[config.mk]
export PLATFORM = sky130hd
export DESIGN_NAME = relativistic_kinetic_energy_sum_unit
export DESIGN_NICKNAME = d
export VERILOG_FILES = /design/src/rtl/rkes_pkg.sv /design/src/rtl/rkes_serial_mul.sv /design/src/rtl/rkes_serial_sqrt.sv /design/src/rtl/relativistic_kinetic_energy_sum_unit.sv
export SDC_FILE = /design/constraint.sdc
export NUM_CORES = 2
export LEC_CHECK = 0
export BUFFER_PORTS_ARGS = -buffer_cell sky130_fd_sc_hd__buf_2
export CAP_MARGIN = 25
export CORE_ASPECT_RATIO = 0.7
export CORE_MARGIN = 2
export CORE_UTILIZATION = 55
export CTS_CLUSTER_DIAMETER = 80
export DETAILED_ROUTE_END_ITERATION = 7
export PLACE_DENSITY_LB_ADDON = 0.3
export SLEW_MARGIN = 10
export SYNTH_ARGS = -nofsm -noshare
export SYNTH_HDL_FRONTEND = slang
export SYNTH_HIERARCHICAL = 1
export SYNTH_SLANG_ARGS = --single-unit
[constraint.sdc]
create_clock -name clk -period 7.3 [get_ports clk]
set_input_delay 1.46 -clock clk [delete_from_list [all_inputs] [get_ports clk]]
set_output_delay 1.46 -clock clk [all_outputs]
set_load 0.01 [all_outputs]
[src/rtl/rkes_pkg.sv]
`timescale 1ns / 1ps

package rkes_pkg;

    // Shared shift-add multiplier geometry
    localparam int MUL_A_BITS   = 64;
    localparam int MUL_B_BITS   = 32;
    localparam int MUL_P_BITS   = MUL_A_BITS + MUL_B_BITS;
    localparam int MUL_CNT_BITS = 6;

    // Configuration register map
    localparam int CFG_INDEX_BITS = 2;
    localparam logic [CFG_INDEX_BITS-1:0] CFG_CELL_AREA = 2'd0;
    localparam logic [CFG_INDEX_BITS-1:0] CFG_INV_COUNT = 2'd1;
    localparam int CFG_DATA_BITS = 32;

    localparam logic [CFG_DATA_BITS-1:0] CELL_AREA_RESET = 32'h0100_0000;
    localparam logic [CFG_DATA_BITS-1:0] INV_COUNT_RESET = 32'hFFFF_FFFF;

    // Multiplier request: operand b is left-justified, count gives its bit length
    typedef struct packed {
        logic                    start;
        logic [MUL_A_BITS-1:0]   a;
        logic [MUL_B_BITS-1:0]   b;
        logic [MUL_CNT_BITS-1:0] count;
    } mul_req_t;

    // Multiplier response: done pulses for one cycle, product holds until next start
    typedef struct packed {
        logic                  done;
        logic [MUL_P_BITS-1:0] product;
    } mul_rsp_t;

endpackage

[src/rtl/rkes_serial_mul.sv]
`timescale 1ns / 1ps

module rkes_serial_mul
    import rkes_pkg::*;
(
    input  logic     clk,
    input  logic     rst_n,
    input  mul_req_t req,
    output mul_rsp_t rsp
);

    logic                    busy_reg;
    logic                    done_reg;
    logic [MUL_CNT_BITS-1:0] cnt_reg;
    logic [MUL_A_BITS-1:0]   a_reg;
    logic [MUL_B_BITS-1:0]   b_reg;
    logic [MUL_P_BITS-1:0]   acc_reg;
    logic [MUL_P_BITS-1:0]   acc_next;

    // Shift the partial product up and add a for each multiplier bit, MSB first
    always_comb
    begin
        acc_next = {acc_reg[MUL_P_BITS-2:0], 1'b0}
                 + (b_reg[MUL_B_BITS-1] ? MUL_P_BITS'(a_reg) : '0);
    end

    // Load on start, then step one bit per cycle
    always_ff @(posedge clk or negedge rst_n)
    begin
        if (!rst_n)
        begin
            busy_reg <= 1'b0;
            done_reg <= 1'b0;
            cnt_reg  <= '0;
            a_reg    <= '0;
            b_reg    <= '0;
            acc_reg  <= '0;
        end
        else
        begin
            done_reg <= 1'b0;
            if (req.start)
            begin
                busy_reg <= 1'b1;
                cnt_reg  <= req.count;
                a_reg    <= req.a;
                b_reg    <= req.b;
                acc_reg  <= '0;
            end
            else if (busy_reg)
            begin
                acc_reg <= acc_next;
                b_reg   <= {b_reg[MUL_B_BITS-2:0], 1'b0};
                cnt_reg <= cnt_reg - 1'b1;
                if (cnt_reg == MUL_CNT_BITS'(1))
                begin
                    busy_reg <= 1'b0;
                    done_reg <= 1'b1;
                end
            end
        end
    end

    assign rsp.done    = done_reg;
    assign rsp.product = acc_reg;

endmodule

[src/rtl/rkes_serial_sqrt.sv]
`timescale 1ns / 1ps

module rkes_serial_sqrt #(
    parameter int VALUE_BITS = 24
) (
    input  logic                      clk,
    input  logic                      rst_n,
    input  logic                      start,
    input  logic [2*VALUE_BITS:0]     radicand,
    output logic                      done,
    output logic [VALUE_BITS:0]       root
);

    localparam int ROOT_BITS = VALUE_BITS + 1;
    localparam int RAD_BITS  = 2 * ROOT_BITS;
    localparam int CNT_BITS  = $clog2(ROOT_BITS + 1);

    logic                 busy_reg;
    logic                 done_reg;
    logic [CNT_BITS-1:0]  cnt_reg;
    logic [RAD_BITS-1:0]  rad_reg;
    logic [ROOT_BITS:0]   rem_reg;
    logic [ROOT_BITS-1:0] root_reg;

    logic [ROOT_BITS+2:0] rem_shift;
    logic [ROOT_BITS+3:0] trial;
    logic                 neg;

    // Bring down the next radicand bit pair and try the next root bit
    always_comb
    begin
        rem_shift = {rem_reg, rad_reg[RAD_BITS-1 -: 2]};
        trial     = {1'b0, rem_shift} - {2'b00, root_reg, 2'b01};
        neg       = trial[ROOT_BITS+3];
    end

    // One root bit per cycle, restoring recurrence
    always_ff @(posedge clk or negedge rst_n)
    begin
        if (!rst_n)
        begin
            busy_reg <= 1'b0;
            done_reg <= 1'b0;
            cnt_reg  <= '0;
            rad_reg  <= '0;
            rem_reg  <= '0;
            root_reg <= '0;
        end
        else
        begin
            done_reg <= 1'b0;
            if (start)
            begin
                busy_reg <= 1'b1;
                cnt_reg  <= CNT_BITS'(ROOT_BITS);
                rad_reg  <= {1'b0, radicand};
                rem_reg  <= '0;
                root_reg <= '0;
            end
            else if (busy_reg)
            begin
                rad_reg  <= {rad_reg[RAD_BITS-3:0], 2'b00};
                rem_reg  <= neg ? rem_shift[ROOT_BITS:0] : trial[ROOT_BITS:0];
                root_reg <= {root_reg[ROOT_BITS-2:0], ~neg};
                cnt_reg  <= cnt_reg - 1'b1;
                if (cnt_reg == CNT_BITS'(1))
                begin
                    busy_reg <= 1'b0;
                    done_reg <= 1'b1;
                end
            end
        end
    end

    assign done = done_reg;
    assign root = root_reg;

endmodule

[src/rtl/relativistic_kinetic_energy_sum_unit.sv]
`timescale 1ns / 1ps
// Per accepted word: four squares on one bit-serial multiplier, then the square root at one bit per
// cycle, then the energy product and two 32-bit scaling multiplies on the same multiplier, then the sum
// update; a word that closes a set then loads the result word once the result register is free.
// The input stalls until a word is fully processed, so a new word is taken only after the last one is done;
// the result word waits in its own register. Reset (async, active low): sum, flag cleared, config to defaults.
module relativistic_kinetic_energy_sum_unit
    import rkes_pkg::*;
#(
    parameter int VALUE_BITS = 24
) (
    input  logic                      clk,
    input  logic                      rst_n,
    input  logic                      in_valid,
    output logic                      in_stall,
    input  logic [VALUE_BITS-1:0]     rest_mass,
    input  logic [VALUE_BITS-1:0]     density_weight,
    input  logic [VALUE_BITS-1:0]     momentum_x,
    input  logic [VALUE_BITS-1:0]     momentum_y,
    input  logic [VALUE_BITS-1:0]     momentum_z,
    input  logic                      last_particle,
    output logic                      out_valid,
    input  logic                      out_stall,
    output logic [63:0]               energy_total,
    output logic                      saturated,
    input  logic                      cfg_write,
    input  logic [CFG_INDEX_BITS-1:0] cfg_index,
    input  logic [CFG_DATA_BITS-1:0]  cfg_data
);

    localparam int RAD_BITS   = 2 * VALUE_BITS + 1;
    localparam int ROOT_BITS  = VALUE_BITS + 1;
    localparam int B_SHIFT    = MUL_B_BITS - VALUE_BITS;

    typedef enum logic [2:0] {
        S_IDLE,
        S_SQ_WAIT,
        S_SQRT_WAIT,
        S_MN_WAIT,
        S_MCA_WAIT,
        S_MIPC_WAIT,
        S_EMIT
    } state_t;

    state_t                   state_reg;
    logic [CFG_DATA_BITS-1:0] cell_area_reg;
    logic [CFG_DATA_BITS-1:0] inv_count_reg;
    logic [VALUE_BITS-1:0]    mass_reg;
    logic [VALUE_BITS-1:0]    weight_reg;
    logic [VALUE_BITS-1:0]    mag_x_reg;
    logic [VALUE_BITS-1:0]    mag_y_reg;
    logic [VALUE_BITS-1:0]    mag_z_reg;
    logic                     last_reg;
    logic [1:0]               sq_cnt_reg;
    logic [RAD_BITS-1:0]      rad_reg;
    logic [63:0]              energy_sum_reg;
    logic                     overflow_seen_reg;
    logic                     out_valid_reg;
    logic [63:0]              energy_total_reg;
    logic                     saturated_reg;
    mul_req_t                 mul_req_reg;
    logic                     sqrt_start_reg;
    logic [RAD_BITS-1:0]      sqrt_rad_reg;

    mul_rsp_t                 mul_rsp;
    logic                     sqrt_done;
    logic [ROOT_BITS-1:0]     sqrt_root;

    logic [VALUE_BITS-1:0]    sq_operand;
    logic [RAD_BITS-1:0]      rad_next;
    logic [ROOT_BITS-1:0]     energy_val;
    logic                     t1_sat;
    logic [63:0]              t1_val;
    logic                     t2_sat;
    logic [63:0]              t2_val;
    logic [64:0]              acc_sum;
    logic [63:0]              energy_sum_next;
    logic                     emit_go;
    logic                     mul_start_next;
    logic                     sqrt_start_next;
    logic                     out_valid_next;

    // Magnitude of a two's complement momentum component
    function automatic logic [VALUE_BITS-1:0] magnitude(input logic [VALUE_BITS-1:0] v);
        magnitude = v[VALUE_BITS-1] ? (~v + 1'b1) : v;
    endfunction

    // Pick the next momentum magnitude to square
    always_comb
    begin
        case (sq_cnt_reg)
            2'd0:    sq_operand = mag_x_reg;
            2'd1:    sq_operand = mag_y_reg;
            default: sq_operand = mag_z_reg;
        endcase
    end

    // Datapath between multiplier passes
    always_comb
    begin
        rad_next   = rad_reg + RAD_BITS'(mul_rsp.product[2*VALUE_BITS-1:0]);
        energy_val = (sqrt_root >= {1'b0, mass_reg})
                   ? sqrt_root - {1'b0, mass_reg} : '0;
        t1_sat     = (mul_rsp.product[MUL_P_BITS-1:64] != '0);
        t1_val     = t1_sat ? '1 : mul_rsp.product[63:0];
        t2_sat     = (mul_rsp.product[MUL_P_BITS-1:88] != '0);
        t2_val     = t2_sat ? '1 : mul_rsp.product[87:24];
        acc_sum    = {1'b0, energy_sum_reg} + {1'b0, mul_rsp.product[MUL_P_BITS-1:32]};
        energy_sum_next = acc_sum[64] ? '1 : acc_sum[63:0];
    end

    // Start pulses and result word valid for the next cycle
    always_comb
    begin
        emit_go         = (state_reg == S_EMIT) && (!out_valid_reg || !out_stall);
        sqrt_start_next = (state_reg == S_SQ_WAIT) && mul_rsp.done && (sq_cnt_reg == 2'd3);
        unique case (state_reg)
            S_IDLE:      mul_start_next = in_valid;
            S_SQ_WAIT:   mul_start_next = mul_rsp.done && (sq_cnt_reg != 2'd3);
            S_SQRT_WAIT: mul_start_next = sqrt_done;
            S_MN_WAIT:   mul_start_next = mul_rsp.done;
            S_MCA_WAIT:  mul_start_next = mul_rsp.done;
            default:     mul_start_next = 1'b0;
        endcase
        if (emit_go)
            out_valid_next = 1'b1;
        else if (out_valid_reg && !out_stall)
            out_valid_next = 1'b0;
        else
            out_valid_next = out_valid_reg;
    end

    // Configuration registers
    always_ff @(posedge clk or negedge rst_n)
    begin
        if (!rst_n)
        begin
            cell_area_reg <= CELL_AREA_RESET;
            inv_count_reg <= INV_COUNT_RESET;
        end
        else if (cfg_write)
        begin
            unique case (cfg_index)
                CFG_CELL_AREA: cell_area_reg <= cfg_data;
                CFG_INV_COUNT: inv_count_reg <= cfg_data;
                default:       ;
            endcase
        end
    end

    // Sequencer: squares, root, scaling products, accumulate, emit
    always_ff @(posedge clk or negedge rst_n)
    begin
        if (!rst_n)
        begin
            state_reg         <= S_IDLE;
            mass_reg          <= '0;
            weight_reg        <= '0;
            mag_x_reg         <= '0;
            mag_y_reg         <= '0;
            mag_z_reg         <= '0;
            last_reg          <= 1'b0;
            sq_cnt_reg        <= '0;
            rad_reg           <= '0;
            energy_sum_reg    <= '0;
            overflow_seen_reg <= 1'b0;
            out_valid_reg     <= 1'b0;
            energy_total_reg  <= '0;
            saturated_reg     <= 1'b0;
            mul_req_reg       <= '0;
            sqrt_start_reg    <= 1'b0;
            sqrt_rad_reg      <= '0;
        end
        else
        begin
            mul_req_reg.start <= mul_start_next;
            sqrt_start_reg    <= sqrt_start_next;

            // Drop the result word once taken, load a new one on emit
            out_valid_reg <= out_valid_next;

            unique case (state_reg)
                S_IDLE:
                begin
                    if (in_valid)
                    begin
                        mass_reg          <= rest_mass;
                        weight_reg        <= density_weight;
                        mag_x_reg         <= magnitude(momentum_x);
                        mag_y_reg         <= magnitude(momentum_y);
                        mag_z_reg         <= magnitude(momentum_z);
                        last_reg          <= last_particle;
                        sq_cnt_reg        <= '0;
                        rad_reg           <= '0;
                        mul_req_reg.a     <= MUL_A_BITS'(rest_mass);
                        mul_req_reg.b     <= MUL_B_BITS'(rest_mass) << B_SHIFT;
                        mul_req_reg.count <= MUL_CNT_BITS'(VALUE_BITS);
                        state_reg         <= S_SQ_WAIT;
                    end
                end

                S_SQ_WAIT:
                begin
                    if (mul_rsp.done)
                    begin
                        rad_reg <= rad_next;
                        if (sq_cnt_reg == 2'd3)
                        begin
                            sqrt_rad_reg   <= rad_next;
                            state_reg      <= S_SQRT_WAIT;
                        end
                        else
                        begin
                            sq_cnt_reg        <= sq_cnt_reg + 1'b1;
                            mul_req_reg.a     <= MUL_A_BITS'(sq_operand);
                            mul_req_reg.b     <= MUL_B_BITS'(sq_operand) << B_SHIFT;
                            mul_req_reg.count <= MUL_CNT_BITS'(VALUE_BITS);
                        end
                    end
                end

                S_SQRT_WAIT:
                begin
                    if (sqrt_done)
                    begin
                        mul_req_reg.a     <= MUL_A_BITS'(energy_val);
                        mul_req_reg.b     <= MUL_B_BITS'(weight_reg) << B_SHIFT;
                        mul_req_reg.count <= MUL_CNT_BITS'(VALUE_BITS);
                        state_reg         <= S_MN_WAIT;
                    end
                end

                S_MN_WAIT:
                begin
                    if (mul_rsp.done)
                    begin
                        overflow_seen_reg <= overflow_seen_reg | t1_sat;
                        mul_req_reg.a     <= t1_val;
                        mul_req_reg.b     <= cell_area_reg;
                        mul_req_reg.count <= MUL_CNT_BITS'(MUL_B_BITS);
                        state_reg         <= S_MCA_WAIT;
                    end
                end

                S_MCA_WAIT:
                begin
                    if (mul_rsp.done)
                    begin
                        overflow_seen_reg <= overflow_seen_reg | t2_sat;
                        mul_req_reg.a     <= t2_val;
                        mul_req_reg.b     <= inv_count_reg;
                        mul_req_reg.count <= MUL_CNT_BITS'(MUL_B_BITS);
                        state_reg         <= S_MIPC_WAIT;
                    end
                end

                S_MIPC_WAIT:
                begin
                    // Saturating accumulate of the scaled energy
                    if (mul_rsp.done)
                    begin
                        energy_sum_reg    <= energy_sum_next;
                        overflow_seen_reg <= overflow_seen_reg | acc_sum[64];
                        state_reg         <= last_reg ? S_EMIT : S_IDLE;
                    end
                end

                S_EMIT:
                begin
                    // Hold until the result register is free, then clear the sum
                    if (emit_go)
                    begin
                        energy_total_reg  <= energy_sum_reg;
                        saturated_reg     <= overflow_seen_reg;
                        energy_sum_reg    <= '0;
                        overflow_seen_reg <= 1'b0;
                        state_reg         <= S_IDLE;
                    end
                end

                default:
                begin
                    state_reg <= S_IDLE;
                end
            endcase
        end
    end

    rkes_serial_mul u_mul (
        .clk   (clk),
        .rst_n (rst_n),
        .req   (mul_req_reg),
        .rsp   (mul_rsp)
    );

    rkes_serial_sqrt #(
        .VALUE_BITS (VALUE_BITS)
    ) u_sqrt (
        .clk      (clk),
        .rst_n    (rst_n),
        .start    (sqrt_start_reg),
        .radicand (sqrt_rad_reg),
        .done     (sqrt_done),
        .root     (sqrt_root)
    );

    assign in_stall     = (state_reg != S_IDLE);
    assign out_valid    = out_valid_reg;
    assign energy_total = energy_total_reg;
    assign saturated    = saturated_reg;

endmodule

Yosys cells after proc, flatten, opt, wreduce, memory -nomap -nowiden
Index checks and enable logic that the tools add are counted.

Flip-flop bits (word level): 831. Bits of input ports: 160. Output and inout port bits: 67. Logic and storage cells: 178.

Add/subtract/negate cells: 11. $lt $le $gt $ge: 1. Eq/ne operators: 21. Multiplexer cells: 71. Bitwise operators: 7. Reduce and logical (&&, ||, !) cells: 33.

Operator list (count): two-way mux 102 bit (6); one-hot mux 102 bit (5 select lines) (1); two-way mux 64 bit (6); two-way mux 96 bit (2); one-hot mux 64 bit (2 select lines) (1); two-way mux 50 bit (2); two-way mux 49 bit (2); one-hot mux 49 bit (2 select lines) (1); adder 96 bit (1); two-way mux 26 bit (3); two-way mux 25 bit (3); adder 24 x 1 -> 24 bit, second input constant (3); two-way mux 24 bit (3); inverter 24 bit (3); adder 64 x 64 -> 65 bit (1); two-way mux 32 bit (2); adder 49 x 48 -> 49 bit (1); one-hot mux 24 bit (2 select lines) (1); nonzero test 32 bit (1); subtractor 28 x 27 -> 29 bit (1); two-way mux 3 bit (9); >= comparator 25 x 24 -> 1 bit (1); subtractor 25 x 24 -> 25 bit (1); one-hot mux 3 bit (7 select lines) (1); other kinds (37) (88).

Logic depth before layout (Yosys ltp)
Depth in word-level cells: 5. Depth in mapped cells: 17. Mapped depth without buffers: 14.

Modules after synthesis
Netlist, hierarchy kept.

Modules (own cells, without submodules): relativistic_kinetic_energy_sum_unit (instances 1, cells an instance 3364, area an instance 31063.5 µm², sequential area each 13028.7 µm²); rkes_serial_mul (instances 1, cells an instance 1384, area an instance 12673.4 µm², sequential area each 5004.8 µm²); rkes_serial_sqrt (instances 1, cells an instance 643, area an instance 6133.4 µm², sequential area each 2702.6 µm²).

Least setup slack after synthesis
OpenSTA, ideal clock, no wires.

Kind: register to register. From: register u_mul.b_reg[31]. To: register u_mul.acc_reg[95]. Arrival time: 3630 ps. Data required time: 7206 ps. Setup slack: 3576 ps. Cell stages (with the launch flop): 17. Path buffers: 3. Period minus slack after synthesis: 3724 ps. Cell sequence: dfrtp_1 > clkbuf_1 > clkbuf_1 > and2_1 > ha_1 > fa_1 > a211oi_1 > o211ai_1 > a21boi_0 > o221ai_1 > a21oi_1 > a21oi_1 > a21oi_1 > buf_2 > nor3_1 > xnor2_1 > a211oi_1.

Cells in the longest elaborated chain, start to end: 4.

RTL lines: from (decl) (RTL line rkes_serial_mul.sv:16) `logic [MUL_B_BITS-1:0] b_reg;`; from (signal assigned) (RTL line rkes_serial_mul.sv:47) `b_reg <= req.b;`; from (signal assigned) (RTL line rkes_serial_mul.sv:53) `b_reg <= {b_reg[MUL_B_BITS-2:0], 1'b0};`; two-way mux 64 bit (RTL line rkes_serial_mul.sv:24) `+ (b_reg[MUL_B_BITS-1] ? MUL_P_BITS'(a_reg) : '0);`; adder 96 bit (RTL line rkes_serial_mul.sv:24); two-way mux 96 bit (RTL line rkes_serial_mul.sv:50) `else if (busy_reg)`; two-way mux 96 bit (RTL line rkes_serial_mul.sv:42) `if (req.start)`; to (signal assigned) (RTL line rkes_serial_mul.sv:52) `acc_reg <= acc_next;`; to (decl) (RTL line rkes_serial_mul.sv:17) `logic [MUL_P_BITS-1:0] acc_reg;`.

No other way between the ends. The select of a mux whose other input is x is not followed. A chain may end at the register's enable or synchronous reset.

Worst setup path after layout
From: register u_mul.b_reg[31]. To: register u_mul.acc_reg[78].

Same word-level chain as after synthesis.

==> impl_metrics.tcl <==
set metrics [dict create \
    min_period_over_period_pct 62.24 \
    routed_wl_mm 150.1 \
    placedInstanceArea_mm2 0.05183 \
    ctsResizeCount 0 \
    worstPathArrival_ns 5.13 \
    synth-seq-cells 827 \
    vias 42280 \
    drc 0 \
    worstSetupStartpointType "flip-flop" \
    portBuffers 226 \
    ys_async_sr_fraction_pct 100.0 \
    r2r-start "u_mul/b_reg[31]$_DFFE_PN0P_" \
    max-clock-path-buffers 3 \
    post_cts_buffers 0 \
    synth.distinct_cells 111 \
    cts_num_sinks 827 \
    p_total_w 0.02471 \
    min_to "mul_req_reg[5]$_DFFE_PN0P_" \
    die_area_mm2 0.09314 \
    dp_hpwl_mm 107.5 \
    first_global_vias 39320 \
    grt_pass1_wl_mm 233.8 \
    top_layer_used "met5" \
    ctsHoldBuffers 0 \
    ant_nets 0 \
    reg2reg_slack_ns 2.76 \
    routed_via_density 6.283 \
    area_growth_pct 10.38 \
    fin_hold_ws_ns 0.4759 \
    hold_start "mul_req_reg[5]$_DFFE_PN0P_" \
    ys_seq_area_share_pct 41.58 \
    synthCells 5391 \
    p_per_area_mw_per_mm2 448.9 \
    hold_depth 2 \
    wl_met2_mm 60.51 \
    cts_max_level 3 \
    drtPass1Iterations 6 \
    drv_cap 0 \
    drt_iter0_markers 5016 \
    antenna_found_initial 10 \
    die_w_um 363.9 \
    skew_ns 0.03449 \
    cp-end-kind "flip-flop" \
    place.gp.congestion 0.9855 \
    crit_required_ns 7.89 \
    largest_reg_flops 99 \
    ios 227 \
    crit_buf_inv 1 \
    drive_gt1_share_pct 14.42 \
    worstPathMaxFanout 62 \
    synth_area_per_cell_um2 9.251 \
    worst_pin_slew_ns 1.078 \
    multi_input_area_mm2 0.02745 \
    die_h_um 255.9 \
    drv_slew 0 \
    fin_setup_tns_ns 0 \
    cts_tree "yes" \
    core_mm2 0.08990 \
    fill_cells 7678 \
    synth_edf_count 0 \
    drt-met1-wl_mm 69.72 \
    overflow 0 \
    crit_chain "buf_4 -> and2_1 -> ha_1 -> and3_1 -> and2_1 -> a221o_1 -> nor4_2 -> o22ai_1 -> o211ai_1 -> a21o_1 -> nor3_1 -> xnor2_1 -> a211oi_1" \
    rsz0062_at_grt "no" \
    crit_top_cell "and2_1" \
    setup_violations 0 \
    cts_made_buffers 84 \
    fin_area_mm2 0.05505 \
    seq_area_mm2 0.02075 \
    clock_latency_ns 0.70 \
    cts-root-buf "clkbuf_16" \
    status "finished clean" \
    grt_usage_pct 31.92 \
    relSlewSlack_pct 27.82 \
    r2r_cells 13 \
    peakVddDrop_mv 0.2476 \
    netlist_area_mm2 0.04987 \
    finalNonFillerCells 6729 \
    slowest_delay_ns 0.65 \
    hold_class "flip-flop to flip-flop" \
    cellLeakagePower_nw 25.02 \
    final_common_cell "dfrtp_1" \
    yosysWarnings 6 \
    crit_slowest_cell "a21o_1" \
    initial_utilization_pct 55.47 \
    synth_ff_type "dfrtp_1" \
    hold_viol 0 \
    max_freq_mhz 220.1 \
    clkTransAtPathRegs_ns 0.06 \
    criticalPathCategory "flip-flop to flip-flop" \
    grt_max_degree 186 \
    crit_family "compound AO/OA/AOI/OAI gates" \
    period_needed_ns 4.544 \
    met3WireLength_mm 15.69 \
    mostFrequentLayoutCells "790 x dfrtp_1, 693 x nand2_1, 556 x o21ai_0, 308 x nor2_1, 287 x a21oi_1" \
    final_nets 5833 \
    rows 92 \
    wl_per_cell_um 22.31 \
    r2r-end "u_mul/acc_reg[78]$_DFFE_PN0P_" \
    placedCellCount 6564 \
]
## synth_stat cells (38+ instances only)
cell type | number | area [um2]
dfrtp_1 | 794 | 19870
nand2_1 | 696 | 2613
o21ai_0 | 556 | 2783
nor2_1 | 312 | 1171
a21oi_1 | 287 | 1436
clkbuf_1 | 277 | 1040
mux2_2 | 236 | 2658
ha_1 | 235 | 2940
xnor2_1 | 152 | 1331
mux2i_1 | 150 | 1501
xor2_1 | 134 | 1174
a21o_1 | 131 | 983.4
inv_1 | 131 | 491.7
nor3_1 | 95 | 475.5
and2_1 | 80 | 500.5
o21a_1 | 74 | 555.5
a22o_1 | 72 | 630.6
nand4_1 | 67 | 419.2
a211oi_1 | 66 | 495.5
nand3_1 | 66 | 330.3
a31oi_1 | 62 | 387.9
o21bai_1 | 49 | 367.9
o21ai_1 | 41 | 205.2
and3_1 | 38 | 237.7
## logic make-up after synthesis
family | share of synthesized area, %
buffers and inverters | 3.618
and+or+nand+nor | 14.14
AOI/OAI and AO/OA | 21.20
xor gates and xnor gates | 5.023
other | 0.007520
adders and majority gates | 6.057
DFF | 41.58
muxes | 8.370
## per-stage QoR
step                worst slack, ns  utilization (%)
floorplan                     3.576                -
global placement              2.616            57.63
detailed placement            2.492            57.66
CTS                           2.471            61.09
global route                  2.481            61.22
finish                        2.756            61.23
## worst register-to-register path, stage by stage (launching register included)
cell and delay, ns:
dfrtp_1 0.39, buf_4 0.49, and2_1 0.26, ha_1 0.32, and3_1 0.22, and2_1 0.16, a221o_1 0.34, nor4_2 0.53
o22ai_1 0.20, o211ai_1 0.33, a21o_1 0.65, nor3_1 0.15, xnor2_1 0.16, a211oi_1 0.23
## layout make-up
type / count / area share [%]
inverters: 136 / 0.9274
flip-flops and latches: 827 / 37.70
clock buffers: 109 / 4.280
repair buffers: 282 / 3.091
diodes: 6 / 0.02728
multi-input cells: 4103 / 49.87
well taps: 1222 / 2.778
clock inverters: 44 / 1.330
## worst max path at each step
stage,start,to,slack (ns),depth (start not counted)
6_report,u_mul/b_reg[31]$_DFFE_PN0P_,u_mul/acc_reg[78]$_DFFE_PN0P_,2.76,13
5_1_grt,u_mul/b_reg[31]$_DFFE_PN0P_,u_mul/acc_reg[86]$_DFFE_PN0P_,2.48,13
4_1_cts,u_mul/b_reg[31]$_DFFE_PN0P_,u_mul/acc_reg[71]$_DFFE_PN0P_,2.47,13
3_5_place_dp,u_mul/b_reg[31]$_DFFE_PN0P_,u_mul/acc_reg[71]$_DFFE_PN0P_,2.49,13
3_3_place_gp,u_mul/b_reg[31]$_DFFE_PN0P_,u_mul/acc_reg[73]$_DFFE_PN0P_,2.62,13
2_1_floorplan,u_mul/b_reg[31]$_DFFE_PN0P_,u_mul/acc_reg[95]$_DFFE_PN0P_,3.58,16
## metal layers
metal / global-route usage, % / up-vias
met2: 43.51 / 1950
met4: 8.702 / 4
li1: - / 19550
met1: 49.89 / 20500
met5: 0 / -
met3: 7.646 / 278
## power by group
part | internal [W] | switching [W] | total [W]
sequential | 0.00606 | 0.00160 | 0.00766
combinational | 0.00471 | 0.00750 | 0.0122
clock | 0.00287 | 0.00197 | 0.00484
total | 0.0136 | 0.0111 | 0.0247
Power figures use the tool's default switching activity.
